$ cat config.mk
export PLATFORM = sky130hd
export DESIGN_NAME = ismt_front
export DESIGN_NICKNAME = d
export VERILOG_FILES = /design/src/design/incremental_slack_max_table_macros.svh /design/src/design/ismt_pkg.sv /design/src/design/ismt_front.sv
export SDC_FILE = /design/constraint.sdc
export NUM_CORES = 1
export LEC_CHECK = 0
export BUFFER_PORTS_ARGS = -buffer_cell sky130_fd_sc_hd__buf_2
export CORE_MARGIN = 5
export CORE_UTILIZATION = 45
export CTS_CLUSTER_DIAMETER = 200
export DETAILED_ROUTE_END_ITERATION = 12
export GPL_TIMING_DRIVEN = 0
export PLACE_DENSITY = 0.67
export SETUP_SLACK_MARGIN = 0.02
export SLEW_MARGIN = 5
export SYNTH_ARGS = -nofsm -noshare
export SYNTH_HDL_FRONTEND = slang
export SYNTH_SLANG_ARGS = --single-unit
$ cat constraint.sdc
create_clock -name clk -period 7.4 [get_ports clk]
set_input_delay 1.11 -clock clk [delete_from_list [all_inputs] [get_ports clk]]
set_output_delay 1.11 -clock clk [all_outputs]
set_load 0.005 [all_outputs]
$ cat src/design/incremental_slack_max_table_macros.svh
// Assertion macros used by the back end of the slack table design.
`ifndef INCREMENTAL_SLACK_MAX_TABLE_MACROS_SVH
`define INCREMENTAL_SLACK_MAX_TABLE_MACROS_SVH

// Consequent checked in the same cycle as the antecedent.
`define ISMT_ASSERT_SAME(label, ante, cons, msg) \
  label: assert property (@(posedge clk) disable iff (!rst_n) (ante) |-> (cons)) \
    else $error(msg);

// Consequent checked in the cycle after the antecedent.
`define ISMT_ASSERT_NEXT(label, ante, cons, msg) \
  label: assert property (@(posedge clk) disable iff (!rst_n) (ante) |=> (cons)) \
    else $error(msg);

`endif

$ cat src/design/ismt_pkg.sv
// Package with types, constants and helper functions of the slack table design.
`timescale 1ns / 1ps
`default_nettype none
package ismt_pkg;

  localparam int DATA_W            = 48;
  localparam int COORD_W           = 24;
  localparam int IDX_W             = 6;
  localparam int DISP_W            = 24;
  localparam int DIST_W            = 26;
  localparam int PROD_W            = 51;
  localparam int ACC_W             = 53;
  localparam int CFG_IDX_W         = 1;
  localparam int ENTRIES_DEF       = 64;
  localparam int JOURNAL_DEPTH_DEF = 16;
  localparam int QUEUE_DEPTH       = 2;
  localparam int QP_W              = $clog2(QUEUE_DEPTH);
  localparam int QC_W              = $clog2(QUEUE_DEPTH + 1);
  localparam logic [DISP_W-1:0] DISP_RESET = DISP_W'(65536);

  typedef enum logic [1:0] {
    FUNC_LOAD   = 2'd0,
    FUNC_MOVE   = 2'd1,
    FUNC_QDELAY = 2'd2,
    FUNC_SHIFT  = 2'd3
  } func_t;

  typedef enum logic [1:0] {
    ST_OK    = 2'd0,
    ST_RANGE = 2'd1,
    ST_JFULL = 2'd2
  } status_t;

  typedef enum logic [CFG_IDX_W-1:0] {
    CFG_INITIAL_SLACK = 1'd0,
    CFG_UNIT_DLY      = 1'd1
  } cfg_idx_t;

  typedef enum logic [3:0] {
    BS_IDLE,
    BS_DISPATCH,
    BS_DELTA,
    BS_SCAN,
    BS_SHIFT,
    BS_UNDO,
    BS_FIN,
    BS_RESP
  } back_state_t;

  typedef struct packed {
    func_t                     func;
    logic [IDX_W-1:0]          path_index;
    logic signed [DATA_W-1:0]  delay_value;
    logic [COORD_W-1:0]        source_x;
    logic [COORD_W-1:0]        source_y;
    logic [COORD_W-1:0]        target_x;
    logic [COORD_W-1:0]        target_y;
    logic [COORD_W-1:0]        anchor_x;
    logic [COORD_W-1:0]        anchor_y;
    logic                      batch_last;
    logic                      commit;
  } in_item_t;

  typedef struct packed {
    logic signed [DATA_W-1:0]  cur_slack;
    logic signed [DATA_W-1:0]  critical_arrival;
    logic [IDX_W-1:0]          critical_index;
    status_t                   status;
  } out_item_t;

  typedef struct packed {
    func_t                     func;
    logic [IDX_W-1:0]          idx;
    logic signed [DATA_W-1:0]  dv;
    logic signed [DIST_W-1:0]  mdist;
    logic                      last;
    logic                      commit;
  } cmd_t;

  function automatic logic signed [DATA_W-1:0] sat48(input logic signed [ACC_W-1:0] v);
    logic signed [DATA_W-1:0] r;
    if (v[ACC_W-1:DATA_W-1] == '0 || v[ACC_W-1:DATA_W-1] == '1) begin
      r = v[DATA_W-1:0];
    end else if (v[ACC_W-1]) begin
      r = {1'b1, {(DATA_W-1){1'b0}}};
    end else begin
      r = {1'b0, {(DATA_W-1){1'b1}}};
    end
    return r;
  endfunction

  function automatic logic [COORD_W-1:0] absdiff(input logic [COORD_W-1:0] a,
                                                 input logic [COORD_W-1:0] b);
    return (a > b) ? (a - b) : (b - a);
  endfunction

endpackage
`default_nettype wire

$ cat src/design/ismt_front.sv
// Front end: accepts input transactions and turns them into commands.
`timescale 1ns / 1ps
`default_nettype none
module ismt_front
  import ismt_pkg::*;
(
  input  wire logic     clk,
  input  wire logic     rst_n,
  input  wire logic     in_valid,
  output logic          in_stall,
  input  wire in_item_t in_data,
  output logic          q_push,
  output cmd_t          q_data,
  input  wire logic     q_full
);

  logic fe_valid_r, fe_valid_nxt;
  cmd_t fe_cmd_r, fe_cmd_nxt;
  logic take;
  logic [DIST_W-1:0] gain, loss;

  assign in_stall = fe_valid_r && q_full;
  assign take     = in_valid && !in_stall;
  assign q_push   = fe_valid_r && !q_full;
  assign q_data   = fe_cmd_r;

  always_comb begin
    gain = DIST_W'(absdiff(in_data.source_x, in_data.anchor_x))
         + DIST_W'(absdiff(in_data.source_y, in_data.anchor_y));
    loss = DIST_W'(absdiff(in_data.target_x, in_data.anchor_x))
         + DIST_W'(absdiff(in_data.target_y, in_data.anchor_y));
    fe_cmd_nxt.func   = in_data.func;
    fe_cmd_nxt.idx    = in_data.path_index;
    fe_cmd_nxt.dv     = in_data.delay_value;
    fe_cmd_nxt.mdist  = signed'(gain - loss);
    fe_cmd_nxt.last   = in_data.batch_last;
    fe_cmd_nxt.commit = in_data.commit;
    fe_valid_nxt = take ? 1'b1 : (q_push ? 1'b0 : fe_valid_r);
  end

  always_ff @(posedge clk) begin
    if (!rst_n) begin
      fe_valid_r <= 1'b0;
    end else begin
      fe_valid_r <= fe_valid_nxt;
    end
    if (take) begin
      fe_cmd_r <= fe_cmd_nxt;
    end
  end

endmodule
`default_nettype wire

; After elaboration in Yosys (flattened, before gate mapping)
; Cells that the tools add are included.
[word_totals]
ff_bits = 85
inputBits = 206
output_inout_bits = 86
elab_cells = 34
[op_classes]
n_addsub = 11
n_lt_le_gt_ge = 4
mux = 6
reduce_logical = 6
[ops]
columns = cell, count
row1 = 24-bit subtractor, 8
row2 = 24-bit > comparator, 4
row3 = 24-bit two-way mux, 4
row4 = 24-bit by 24-bit adder with 25-bit output, 2
row5 = 25-bit by 25-bit subtractor with 26-bit output, 1
row6 = 1-bit logical AND, 3
row7 = 1-bit logical NOT, 2
row8 = 1-bit two-way mux, 2
row9 = 2-bit nonzero test, 1

; Depth between registers and ports, before layout
[depth]
depth_word = 4
ltp_mapped = 28
depth_no_buf = 27

; Least setup slack after synthesis
; No wires, ideal clock.
[synth_timing]
kind = input to register
start = input port in_data[122] (netlist bit)
end = register fe_cmd_r, in the netlist q_data[23], data pin
setup_ps = 258
t_arrival_ps = 6532
required_time_ps = 7142
path_slack_ps = 610
path_stages = 28
n_path_buf = 1
cell_sequence = inv_1 > ha_1 > inv_1 > fa_1 > a21o_1 > a21oi_1 > o221a_2 > o221ai_1 > a21oi_2 > o22ai_2 > buf_2 > a211oi_1 > a21oi_1 > xor2_1 > fa_1 > inv_1 > fa_1 > inv_1 > ha_1 > a21o_1 > a21o_1 > a221o_1 > a31oi_1 > o2111ai_1 > a31oi_1 > o21ai_1 > a21oi_1 > xnor2_1
[synth_rtl]
columns = item, line_no
row1 = start: declaration, ismt_front.sv:11  ; input wire in_item_t in_data,
row2 = end signal: assignment, ismt_front.sv:48  ; fe_cmd_r <= fe_cmd_nxt;
row3 = end: declaration, ismt_front.sv:18  ; cmd_t fe_cmd_r, fe_cmd_nxt;

==> impl_metrics.json <==
{
  "vias": 13902,
  "cp.required_ns": 7.58,
  "syn_to_final_growth_pct": 17.4,
  "mostFrequentLayoutCell": "buf_2",
  "core_area_sq_mm": 0.0325,
  "synth-seq-cells": 85,
  "antenna_found_initial": 0,
  "numCtsBuffers": 9,
  "grt_use_total_pct": 24.9,
  "synth_compound_area_share_pct": 25.2,
  "ios": 292,
  "slew_violations": 0,
  "drc": 0,
  "clockBufferDepth": 2,
  "worst_slew_pin_slew_ns": 0.732,
  "synth_edf_count": 84,
  "grt_pass1_wl_mm": 72.2,
  "period_minus_slack_ns": 7.15,
  "cts_root_buffer": "clkbuf_16",
  "synthXorXnorAreaFrac_pct": 6.43,
  "drv_cap": 0,
  "die_y_microns": 191,
  "synthArstFlopShare_pct": 0,
  "switching_share_pct": 48.2,
  "grt_max_degree": 31,
  "pwr-share-seq_pct": 14.8,
  "status": "finished clean",
  "die_area_sq_mm": 0.0364,
  "fin_skew_ns": 0.00507,
  "finalSetupViolCount": 0,
  "portBuffers": 291,
  "p_clk_share_pct": 7.4,
  "maxSlewHeadroom_pct": 50.0,
  "drt_iter0_drc": 883,
  "period_share_pct": 96.6,
  "rows": 66,
  "clock_latency_ns": 0.33,
  "max_freq_ghz": 0.140,
  "viasPerCell": 5.48,
  "irDropWorstVdd_mv": 0.236,
  "switching_power_mw": 2.82,
  "synth-seq-area-share_pct": 17.3,
  "synth_nets": 2260,
  "initial_core_util_pct": 45.4,
  "final_antenna_net_count": 0,
  "synthAdderAreaFrac_pct": 25.8,
  "overflow": 0,
  "route.detailed.wl_per_inst_microns": 18.8,
  "wl_mm": 47.7,
  "power.leakage_nw": 8.83,
  "cp_max_fo": 9,
  "finalInstanceArea_sq_mm": 0.0173,
  "die_x_microns": 191,
  "first_global_vias": 13611,
  "path_clk_slew_ns": 0.06,
  "synthSimpleGateAreaFrac_pct": 12.7,
  "placed_cell_area_sq_mm": 0.0168,
  "synthMuxAreaShare_pct": 2.78,
  "synth_top_family_by_area": "adder cells",
  "synthFlopType": "edfxtp_1",
  "finalNetCount": 2567,
  "diodes": 0,
  "cts_sinks": 85,
  "hold_slack_ns": 0.658,
  "synth_area_leaders": "ha_1, edfxtp_1, fa_1",
  "endpoint_kind": "flop",
  "power_frac_comb_pct": 77.7,
  "yosysTopAreaCell": "ha_1",
  "synth.distinct_cells": 94,
  "synth_top_area_share_pct": 18.2,
  "power_density_mw_per_mm2": 339,
  "synthCells": 1784,
  "cp.arrival_ns": 7.33,
  "power_mw": 5.85,
  "tritoncts": "yes",
  "drive_gt1_share_pct": 20.6,
  "netlist_area_sq_mm": 0.0147,
  "hpwl_mm": 41.3,
  "dr.pass1.iters": 5,
  "hold_class": "flop to flop",
  "final_util_pct": 53.2,
  "cts.htree.levels": 3,
  "synth_area_per_cell_sq_um": 8.25,
  "power.internal_mw": 3.03,
  "rsz0062_at_grt": "false",
  "mostFrequentLayoutCells": "buf_2, inv_1, ha_1",
  "yosysWarningCount": 0,
  "hold_viol_final": 0,
  "ctsHoldBuffers": 0,
  "path_class": "input port to flop",
  "gp_congestion": 0.946,
  "cp-start-kind": "input port"
}
[layout make-up]
class | instances | area [sq um]
Fill cell | 3138 | 15200
Multi-Input combinational cell | 1349 | 10800
Sequential cell | 85 | 2540
Timing Repair Buffer | 305 | 1600
Inverter | 272 | 1020
Tap cell | 442 | 553
Buffer | 69 | 410
Clock buffer | 11 | 243
Clock inverter | 5 | 58.8
[through the flow]
| step | cells | TNS (ns) | setup slack [ns] |
|---|---|---|---|
| 3_3_place_gp | 2517 | -4.95 | -0.645 |
| 5_1_grt | 2538 | 0 | 0.00668 |
| 4_1_cts | 2538 | 0 | 0.0231 |
| 3_5_place_dp | 2519 | -4.94 | -0.667 |
| 2_1_floorplan | 1784 | 0 | 0.610 |
| 6_report | 2538 | 0 | 0.254 |
[cells by family (layout without fill, tap and decap cells)]
kind of cell | after synthesis | count (layout)
multiplexers | 40 | 40
adder cells (fa/ha/maj) | 270 | 270
buffers and inverters | 350 | 662
flip-flops | 85 | 85
XOR/XNOR | 108 | 108
AO/OA/AOI/OAI | 555 | 555
AND/OR/NAND/NOR | 376 | 376
[worst max-delay path, cell delays in order]
cell     delay (ns)
buf_2          0.13
inv_1          0.08
ha_1           0.27
buf_2          0.20
and4_4         0.28
nand3_2        0.11
or4_4          0.58
and2_4         0.19
a22oi_2        0.27
buf_6          0.19
mux2i_1        0.22
xor2_1         0.13
fa_1           0.52
inv_1          0.07
fa_1           0.55
inv_1          0.05
ha_1           0.33
nor2b_1        0.15
o31a_1         0.30
nor4_4         0.20
o31ai_2        0.15
a41o_1         0.32
a21oi_2        0.25
o21ai_1        0.15
or4_1          0.41
nand4_1        0.10
[layer usage]
layer  vias up  track usage, %  part of all wire, %
li1       6842               -                    -
met5         -               0                    0
met1      6452            31.9                   43
met3        74            1.68                  6.0
met2       534            44.7                   48
met4         0            7.93                  3.1
[cell usage after synthesis (7+ instances only)]
master and n:
o21a_1 15, buf_2 23, or2_2 7, nor2_1 85, edfxtp_1 84, nand4_1 23, xnor2_1 71, inv_1 272
o21bai_1 21, o211ai_1 17, mux2_2 7, xor2_1 37, nand2b_1 19, nand3_1 35, ha_1 214, and3_1 13
nand2_1 107, o21ai_0 81, mux2i_1 33, buf_6 7, nor2b_1 22, o31ai_1 10, a21oi_1 184, nor3_1 25
fa_1 56, a31oi_1 20, clkbuf_1 38, and2_1 7, a211oi_1 14, buf_4 8, a21o_1 98
[power groups by stage]
stage / registers, mW / logic, mW / clock network (mW)
2_1_floorplan: 0.894 / 3.16 / 0
3_3_place_gp: 0.884 / 4.27 / 0
3_5_place_dp: 0.882 / 4.33 / 0
4_1_cts: 0.872 / 4.40 / 0.446
5_1_grt: 0.879 / 5.09 / 0.472
6_report: 0.869 / 4.55 / 0.435
[path summary, 6_finish.rpt]
kind                                               from                 endpoint  slack (ns)  depth (start not counted)
worst max-delay path                        in_data[45]     q_data[26]$_DFFE_PP_        0.25                         26
worst min-delay path            fe_valid_r$_SDFFE_PN0P_  fe_valid_r$_SDFFE_PN0P_        0.66                          2
worst max register to register  fe_valid_r$_SDFFE_PN0P_     q_data[14]$_DFFE_PP_        5.48                          4
worst min register to register  fe_valid_r$_SDFFE_PN0P_  fe_valid_r$_SDFFE_PN0P_        0.66                          2
[registers in the layout (all words and copies together) (netlist names)]
register	count
fe_valid_r	1
q_data	84
[what timing repair did]
item	4_1_cts	5_1_grt
endpoints found under the setup margin	8	10
endpoints found under the hold margin	0	0
pin swaps	3	5
gates resized for setup	8	22
setup buffers	3	9
No activity file was read; power rests on OpenSTA's default activity.
