$ cat src/design/incremental_slack_max_table_macros.svh
// Assertion macros used by the back end of the slack table design.
`ifndef INCREMENTAL_SLACK_MAX_TABLE_MACROS_SVH
`define INCREMENTAL_SLACK_MAX_TABLE_MACROS_SVH

// Consequent checked in the same cycle as the antecedent.
`define ISMT_ASSERT_SAME(label, ante, cons, msg) \
  label: assert property (@(posedge clk) disable iff (!rst_n) (ante) |-> (cons)) \
    else $error(msg);

// Consequent checked in the cycle after the antecedent.
`define ISMT_ASSERT_NEXT(label, ante, cons, msg) \
  label: assert property (@(posedge clk) disable iff (!rst_n) (ante) |=> (cons)) \
    else $error(msg);

`endif

$ cat src/design/ismt_pkg.sv
// Package with types, constants and helper functions of the slack table design.
`timescale 1ns / 1ps
`default_nettype none
package ismt_pkg;

  localparam int DATA_W            = 48;
  localparam int COORD_W           = 24;
  localparam int IDX_W             = 6;
  localparam int DISP_W            = 24;
  localparam int DIST_W            = 26;
  localparam int PROD_W            = 51;
  localparam int ACC_W             = 53;
  localparam int CFG_IDX_W         = 1;
  localparam int ENTRIES_DEF       = 64;
  localparam int JOURNAL_DEPTH_DEF = 16;
  localparam int QUEUE_DEPTH       = 2;
  localparam int QP_W              = $clog2(QUEUE_DEPTH);
  localparam int QC_W              = $clog2(QUEUE_DEPTH + 1);
  localparam logic [DISP_W-1:0] DISP_RESET = DISP_W'(65536);

  typedef enum logic [1:0] {
    FUNC_LOAD   = 2'd0,
    FUNC_MOVE   = 2'd1,
    FUNC_QDELAY = 2'd2,
    FUNC_SHIFT  = 2'd3
  } func_t;

  typedef enum logic [1:0] {
    ST_OK    = 2'd0,
    ST_RANGE = 2'd1,
    ST_JFULL = 2'd2
  } status_t;

  typedef enum logic [CFG_IDX_W-1:0] {
    CFG_INITIAL_SLACK = 1'd0,
    CFG_UNIT_DLY      = 1'd1
  } cfg_idx_t;

  typedef enum logic [3:0] {
    BS_IDLE,
    BS_DISPATCH,
    BS_DELTA,
    BS_SCAN,
    BS_SHIFT,
    BS_UNDO,
    BS_FIN,
    BS_RESP
  } back_state_t;

  typedef struct packed {
    func_t                     func;
    logic [IDX_W-1:0]          path_index;
    logic signed [DATA_W-1:0]  delay_value;
    logic [COORD_W-1:0]        source_x;
    logic [COORD_W-1:0]        source_y;
    logic [COORD_W-1:0]        target_x;
    logic [COORD_W-1:0]        target_y;
    logic [COORD_W-1:0]        anchor_x;
    logic [COORD_W-1:0]        anchor_y;
    logic                      batch_last;
    logic                      commit;
  } in_item_t;

  typedef struct packed {
    logic signed [DATA_W-1:0]  cur_slack;
    logic signed [DATA_W-1:0]  critical_arrival;
    logic [IDX_W-1:0]          critical_index;
    status_t                   status;
  } out_item_t;

  typedef struct packed {
    func_t                     func;
    logic [IDX_W-1:0]          idx;
    logic signed [DATA_W-1:0]  dv;
    logic signed [DIST_W-1:0]  mdist;
    logic                      last;
    logic                      commit;
  } cmd_t;

  function automatic logic signed [DATA_W-1:0] sat48(input logic signed [ACC_W-1:0] v);
    logic signed [DATA_W-1:0] r;
    if (v[ACC_W-1:DATA_W-1] == '0 || v[ACC_W-1:DATA_W-1] == '1) begin
      r = v[DATA_W-1:0];
    end else if (v[ACC_W-1]) begin
      r = {1'b1, {(DATA_W-1){1'b0}}};
    end else begin
      r = {1'b0, {(DATA_W-1){1'b1}}};
    end
    return r;
  endfunction

  function automatic logic [COORD_W-1:0] absdiff(input logic [COORD_W-1:0] a,
                                                 input logic [COORD_W-1:0] b);
    return (a > b) ? (a - b) : (b - a);
  endfunction

endpackage
`default_nettype wire

$ cat src/design/ismt_queue.sv
// Short command queue between the front end and the back end.
`timescale 1ns / 1ps
`default_nettype none
module ismt_queue
  import ismt_pkg::*;
(
  input  wire logic clk,
  input  wire logic rst_n,
  input  wire logic push,
  input  wire cmd_t push_data,
  output logic      full,
  input  wire logic pop,
  output cmd_t      head,
  output logic      empty
);

  cmd_t            slot_r [QUEUE_DEPTH];
  logic [QP_W-1:0] wr_ptr_r, wr_ptr_nxt, rd_ptr_r, rd_ptr_nxt;
  logic [QC_W-1:0] count_r, count_nxt;

  assign full  = (count_r == QC_W'(QUEUE_DEPTH));
  assign empty = (count_r == '0);
  assign head  = slot_r[rd_ptr_r];

  always_comb begin
    wr_ptr_nxt = push ? QP_W'(wr_ptr_r + 1'b1) : wr_ptr_r;
    rd_ptr_nxt = pop ? QP_W'(rd_ptr_r + 1'b1) : rd_ptr_r;
    count_nxt  = count_r + QC_W'(push) - QC_W'(pop);
  end

  always_ff @(posedge clk) begin
    if (!rst_n) begin
      wr_ptr_r <= '0;
      rd_ptr_r <= '0;
      count_r  <= '0;
    end else begin
      wr_ptr_r <= wr_ptr_nxt;
      rd_ptr_r <= rd_ptr_nxt;
      count_r  <= count_nxt;
    end
    if (push) begin
      slot_r[wr_ptr_r] <= push_data;
    end
  end

endmodule
`default_nettype wire

$ cat config.mk
export PLATFORM = sky130hd
export DESIGN_NAME = ismt_queue
export DESIGN_NICKNAME = d
export VERILOG_FILES = /design/src/design/incremental_slack_max_table_macros.svh /design/src/design/ismt_pkg.sv /design/src/design/ismt_queue.sv
export SDC_FILE = /design/constraint.sdc
export NUM_CORES = 1
export LEC_CHECK = 0
export BUFFER_PORTS_ARGS = -buffer_cell sky130_fd_sc_hd__buf_2
export CAP_MARGIN = 20
export CELL_PAD_IN_SITES_DETAIL_PLACEMENT = 1
export CELL_PAD_IN_SITES_GLOBAL_PLACEMENT = 1
export CORE_AREA = 2 2 151 153
export DETAILED_ROUTE_END_ITERATION = 12
export DIE_AREA = 0 0 153 155
export GPL_ROUTABILITY_DRIVEN = 0
export PLACE_DENSITY = 0.69
export SLEW_MARGIN = 0
export SYNTH_ARGS = -nofsm -noshare
export SYNTH_HDL_FRONTEND = slang
export SYNTH_SLANG_ARGS = --single-unit
$ cat constraint.sdc
create_clock -name clk -period 5.6 [get_ports clk]
set_clock_uncertainty 0.2 [all_clocks]
set_input_delay 1.12 -clock clk [delete_from_list [all_inputs] [get_ports clk]]
set_output_delay 1.12 -clock clk [all_outputs]
set_load 0.01 [all_outputs]
=== Word-level counts from Yosys, hierarchy flattened ===
Memories as Yosys holds them, arrays and structs flattened. A register that Yosys moved wholly into a read port is not among the register bits.
Cells that the tools add are included.

* Input port bits: 88
* Bits in writable memories: 168
* Logic and storage cells: 14
* Memories: 1
* Flip-flop bits (word level): 4

* Muxes and demuxes: 4
* $add $sub $neg: 4
* Reduce and logical (&&, ||, !) cells: 1
* Eq/ne operators: 1

{| class="wikitable"
|+ Memories
! name !! words !! width !! read ports !! clocked after memory_dff !! wr ports !! RTL line !! source
|-
| slot_r || 2 || 84 || 1 || 1 || 1 || ismt_queue.sv:17 || <nowiki>cmd_t slot_r [QUEUE_DEPTH];</nowiki>
|}

{| class="wikitable"
|+ Operators by type and width
! cell !! count
|-
| $mux W1 || 4
|-
| $add A1 B1 Y1 const B || 2
|-
| $add A2 B1 Y2 || 1
|-
| $eq A2 B2 Y1 const B || 1
|-
| $logic_not A2 Y1 || 1
|-
| $sub A2 B1 Y2 || 1
|}

=== Longest topological paths before layout ===
Gate-level depths: netlist (run 1).

* Word-level depth: 3
* Gate-level depth with buffers: 6

=== Worst setup path after synthesis (run 1) ===
Ideal clock, no wire load.

* Path type: input to register
* Start point: in push
* End point: mem slot_r[0][0] in the netlist's numbering, enable pin
* Required time: 4.862 ns
* Setup time: 0.538 ns
* Path slack: 0.043 ns
* Cell stages on the path: 1
* Arrival time: 4.820 ns
* Path through: nor2b_1

* Cells in the longest elaborated chain, start to end: 2

{| class="wikitable"
|+ RTL lines
! element !! RTL line !! source
|-
| start, declared || ismt_queue.sv:9 || <nowiki>input wire logic push,</nowiki>
|-
| $mux W1 || ismt_queue.sv:41 || <nowiki>if (push) begin</nowiki>
|-
| $mux W1 (implied by the code) || ismt_queue.sv:42 || <nowiki>slot_r[wr_ptr_r] <= push_data;</nowiki>
|-
| end, declared || ismt_queue.sv:17 ||
|}

No other way between the ends.

==> results.toml, run 1 <==
[status]
outcome = "finished clean"

[setup_path]
end_kind = "output pin"
cp_slowest_cell = "dfxtp_4"
path_delay_family = "buffers and inverters"
reg2reg_from = "wr_ptr_r"
worst_path_largest_cell_delay_ps = 600
worstPathArrival_ps = 2210
criticalPathCategory = "flip-flop to output pin"
setup.worst_path.start_class = "flip-flop"
crit_buf_inv = 2
crit_fanout = 36
path_cells = "buf_4 -> mux2_2 -> buf_2"
worstRegToRegCells = 2
r2r_setup_slack_ps = 3410
required_ps = 4280
r2r_end = "slot_r[1][32]"

[timing]
post-route-min-period_ps = 3534
slew_headroom = 0.5002
finalHoldViolCount = 0
slew_viol_final = 0
rsz0062_at_grt = "no"
holdWs_ps = 377.3
clock.fmax_mhz = 282.9
worstMarginPinSlew_ps = 749.8
setup_viol_count_final = 0
fin_crit_sh = 0.6311
tns_ps = 0

[clocking]
clk_pin_slew_ps = 70
holdBufCountCts = 0
h-tree-depth = 4
clock_path_buffers = 2
clockRootBuffer = "clkbuf_16"
cts_resized = 0
cts_made_buffers = 17
cts_setup_buffers = 0
clock-sinks = 173
cts_tree = "done"
clk_latency_ps = 410

[place]
port_buffers = 173
dp_hpwl_mm = 8.696

[min_path]
hold_class = "flip-flop to flip-flop"
hold_depth = 2
hp-start = "rd_ptr_r"

[global_routing]
grt_usage = 0.1091
grt_start_max_net_pins = 52
grt_pass1_vias = 3676
antenna_found_initial = 3
grt_overflow = 0
grt_first_pass_wirelength_mm = 19.67

[die]
dieArea_um2 = 23720
die_height_um = 155
num_rows = 55
dieWidth_um = 153
io_pins = 174
core_um2 = 22230
initial_utilization = 0.2938

[routing]
vias_per_cell = 4.199
wl_mm = 12.70
drtIter0Drc = 134
routedWlPerCell_um = 16.50
num_vias = 3233
first_pass_iters = 4
ant_nets = 0
drc_errors = 0

[synth]
syn_area_um2 = 6530
syn_avg_cell_area_um2 = 23.16
yosysWarnings = 0
synth_nets = 372
yosysSeqAreaShare = 0.7879
netlist-cell-type-count = 14
postSynthCellCount = 282
ys_ff_latch = 173

[finish]
num-fill-cells = 2249
final_common_cell = "buf_2"
nNetsFinal = 561
final_cell_mix = "173 x buf_2, 168 x edfxtp_1, 60 x mux2_4"
area_delta_synth_final_pct = 27.74
layout-drive-gt1-share = 0.6116

[pwr]
p_leak_nw = 3.243
vdd_drop_max_uv = 186.6
p_per_area_nw_per_um2 = 364.3

[flow_run]
maxCapViolCount = 0
[per-layer routing]
| metal | global-route usage | up-vias | part of all wire |
|---|---|---|---|
| met5 | 0 | - | 0.0021 |
| met4 | 0.03748 | 4 | 0.014 |
| met3 | 0.04206 | 16 | 0.073 |
| met2 | 0.1851 | 120 | 0.50 |
| met1 | 0.1271 | 1603 | 0.41 |
| li1 | - | 1490 | - |
[where the power goes]
| part | internal, mW | switching (mW) | total [mW] |
|---|---|---|---|
| clock network | 0.705 | 0.483 | 1.19 |
| logic | 0.172 | 0.156 | 0.329 |
| registers | 1.50 | 0.0263 | 1.52 |
[worst max-delay path by stage]
stage / endpoint / slack (ps) / depth (start not counted)
after floorplan: slot_r[0][0] / 40 / 1
after global placement: slot_r[0][2] / 2290 / 3
after detailed placement: slot_r[0][3] / 2270 / 3
after CTS: head[9] / 2000 / 3
after global routing: head[6] / 1920 / 3
final: head[9] / 2070 / 3
[synth_stat cells (all sizes together)]
master | instances | area (um2)
mux2 | 84 | 1171
nor2b | 4 | 25.02
xor2 | 1 | 8.760
dfxtp | 5 | 100.1
buf | 9 | 88.84
inv | 2 | 7.510
o21a | 1 | 7.510
xnor3 | 1 | 22.52
and2 | 4 | 25.02
edfxtp | 168 | 5045
ha | 2 | 25.02
nor2 | 1 | 3.750
[sequential cells by signal, indices dropped and copies added, names as in the netlist, named ones only]
name / flops
count_r: 2
rd_ptr_r: 1
wr_ptr_r: 1
slot_r: 168
[tightest hold or removal path, delay by kind of cell, from the launching register on]
kind                      cells  cell delay, ps
DFF                           1             330
xor gates and xnor gates      1              70
and+or+nand+nor               1             140
[cell families (layout without fill, tap and decap cells)]
kind of cell / Yosys count / in the layout / synth area share
simple gates: 9 / 9 / 0.008237
compound gates: 1 / 1 / 0.001150
buf+inv: 11 / 213 / 0.01475
other cells: 0 / 1 / 0
fa+ha+maj: 2 / 2 / 0.003832
mux: 84 / 84 / 0.1793
xor+xnor: 2 / 2 / 0.004790
flops: 173 / 173 / 0.7879
[stage by stage]
step                        util  power, mW  instances  cell area, um2  setup slack, ps
after floorplan                -      1.754        282            6530            42.61
after global placement    0.3471      1.874        736            7715             2294
after detailed placement  0.3471      1.887        736            7715             2265
after CTS                 0.3739      3.088        768            8312             2001
after global routing      0.3752      3.168        769            8339             1921
final                     0.3753      3.039        770            8342             2066
[cell type report]
class / instances / area (um2) / area share
antenna: 1 / 2.502 / 0.0003000
clock buffer: 18 / 429.2 / 0.05145
clock inverter: 14 / 167.7 / 0.02010
inverter: 2 / 7.507 / 0.0009000
multi-input combinational: 98 / 1299 / 0.1557
sequential: 173 / 5149 / 0.6172
tap: 285 / 356.6 / 0.04275
timing repair buffer: 179 / 930.9 / 0.1116
Note: power is estimated with default switching activity, not from simulation.
==> run 2: changes to the inputs <==
--- a/config.mk
+++ b/config.mk
@@ -13,7 +13,7 @@
 export DETAILED_ROUTE_END_ITERATION = 12
 export DIE_AREA = 0 0 153 155
 export GPL_ROUTABILITY_DRIVEN = 0
-export PLACE_DENSITY = 0.69
+export PLACE_DENSITY = 0.67
 export SLEW_MARGIN = 0
 export SYNTH_ARGS = -nofsm -noshare
 export SYNTH_HDL_FRONTEND = slang
==> constraint.sdc (replaced) <==
create_clock -name clk -period 3.33 [get_ports clk]
set_clock_uncertainty 0.2 [all_clocks]
set_input_delay 0.666 -clock clk [delete_from_list [all_inputs] [get_ports clk]]
set_output_delay 0.666 -clock clk [all_outputs]
set_load 0.01 [all_outputs]
==> run 2 against run 1 <==
Effect of this change:
- utilization is essentially flat
- flip-flop and latch count unchanged
- largest cell class unchanged
- non-clock buffer count down 1
- register-to-register slack lost 1900 ps
- cell area hardly changed
==> results.toml, run 2 (synthesis gave the netlist of run 1 again) <==
[status]
outcome = "finished clean"

[routing]
routedWlPerCell_um = 16.80
first_pass_iters = 4
drtIter0Drc = 99
drc_errors = 0
vias_per_cell = 4.204
wl_mm = 12.90
ant_nets = 0
num_vias = 3229

[die]
num_rows = 55
io_pins = 174
core_um2 = 22230
dieArea_um2 = 23720
dieWidth_um = 153
die_height_um = 155
initial_utilization = 0.2938

[clocking]
cts_tree = "done"
cts_made_buffers = 17
clock_path_buffers = 2
clockRootBuffer = "clkbuf_16"
cts_setup_buffers = 0
holdBufCountCts = 0
cts_resized = 0
clk_latency_ps = 420
clock-sinks = 173
clk_pin_slew_ps = 70
h-tree-depth = 4

[finish]
top_regs = "slot_r (168), count_r (2)"
max_flop_register = "slot_r"
num-fill-cells = 2213
final_common_cell = "buf_2"
area_delta_synth_final_pct = 27.86
final_cell_mix = "173 x buf_2, 168 x edfxtp_1, 60 x mux2_4"
largest_reg_flops = 168
diodes = 0
nNetsFinal = 560
layout-drive-gt1-share = 0.6128

[timing]
worstMarginPinSlew_ps = 833.7
clock.fmax_mhz = 363.0
holdWs_ps = 233.9
slew_viol_final = 0
finalHoldViolCount = 0
post-route-min-period_ps = 2755
fin_crit_sh = 0.8272
tns_ps = 0
rsz0062_at_grt = "no"
slew_headroom = 0.4442
setup_viol_count_final = 0

[place]
dp_hpwl_mm = 8.770
port_buffers = 173

[global_routing]
grt_pass1_vias = 3585
grt_overflow = 0
antenna_found_initial = 1
grt_usage = 0.1102
grt_first_pass_wirelength_mm = 19.74
grt_start_max_net_pins = 85

[pwr]
p_per_area_nw_per_um2 = 616.1
p_leak_nw = 3.230
vdd_drop_max_uv = 311.2

[min_path]
hold_class = "input pin to flip-flop"

[setup_path]
crit_fanout = 84
criticalPathCategory = "flip-flop to output pin"
worstPathArrival_ps = 1890
setup.worst_path.start_class = "flip-flop"
required_ps = 2460
end_kind = "output pin"

[flow_run]
maxCapViolCount = 0
[run 2: cell types whose count changed in the layout (fill, tap and decap cells not counted), sizes merged]
cell      previous run  this run
clkinv               7         3
diode                1         0
buf                179       178
clkinvlp             1         4
inv                  5         7
clkbuf              18        17
[run 2: stage by stage]
stage	power [mW]	cells	worst slack [ps]	utilization	area, um2
4_1_cts	5.237	768	594.1	0.3756	8349
3_5_place_dp	3.177	736	1018	0.3482	7740
6_report	5.144	768	575.3	0.3756	8349
5_1_grt	5.344	768	508.7	0.3756	8349
3_3_place_gp	3.156	736	1031	0.3482	7740
2_1_floorplan	2.945	282	67.33	-	6538
[run 2: worst max-delay path, cell delays in order, from the launching register on]
cell and delay [ps]:
dfxtp_4 350, buf_12 360, mux2_2 410, buf_2 140
[run 2: final timing paths]
path	to	cells past startpoint	startpoint	slack, ps
setup reg to reg	slot_r[1][16]	2	wr_ptr_r	1500
setup / recovery	head[11]	3	flip-flop	580
hold reg to reg	flip-flop	2	rd_ptr_r	400
hold / removal	slot_r[1][5]	1	push_data[5]	230
[run 2: area by class of cell]
class / instances / area [um2] / area share
multi-input combinational: 98 / 1299 / 0.1556
timing repair buffer: 178 / 928.4 / 0.1112
tap: 285 / 356.6 / 0.04271
inverter: 2 / 7.507 / 0.0008991
clock buffer: 17 / 425.4 / 0.05095
sequential: 173 / 5149 / 0.6167
clock inverter: 15 / 183.9 / 0.02203
[run 2: per-layer routing]
metal,share of wire,vias to the layer above,global-route usage
met1,0.40,1611,0.1217
met4,0.012,2,0.03968
met2,0.53,113,0.1945
met3,0.062,17,0.04178
li1,-,1486,-
met5,0.0010,-,0
[run 2: power by group]
group	switching [mW]	internal [mW]	total, mW
Sequential	0.0322	2.52	2.55
Combinational	0.275	0.291	0.566
Clock	0.837	1.19	2.03
Total	1.14	4.00	5.14
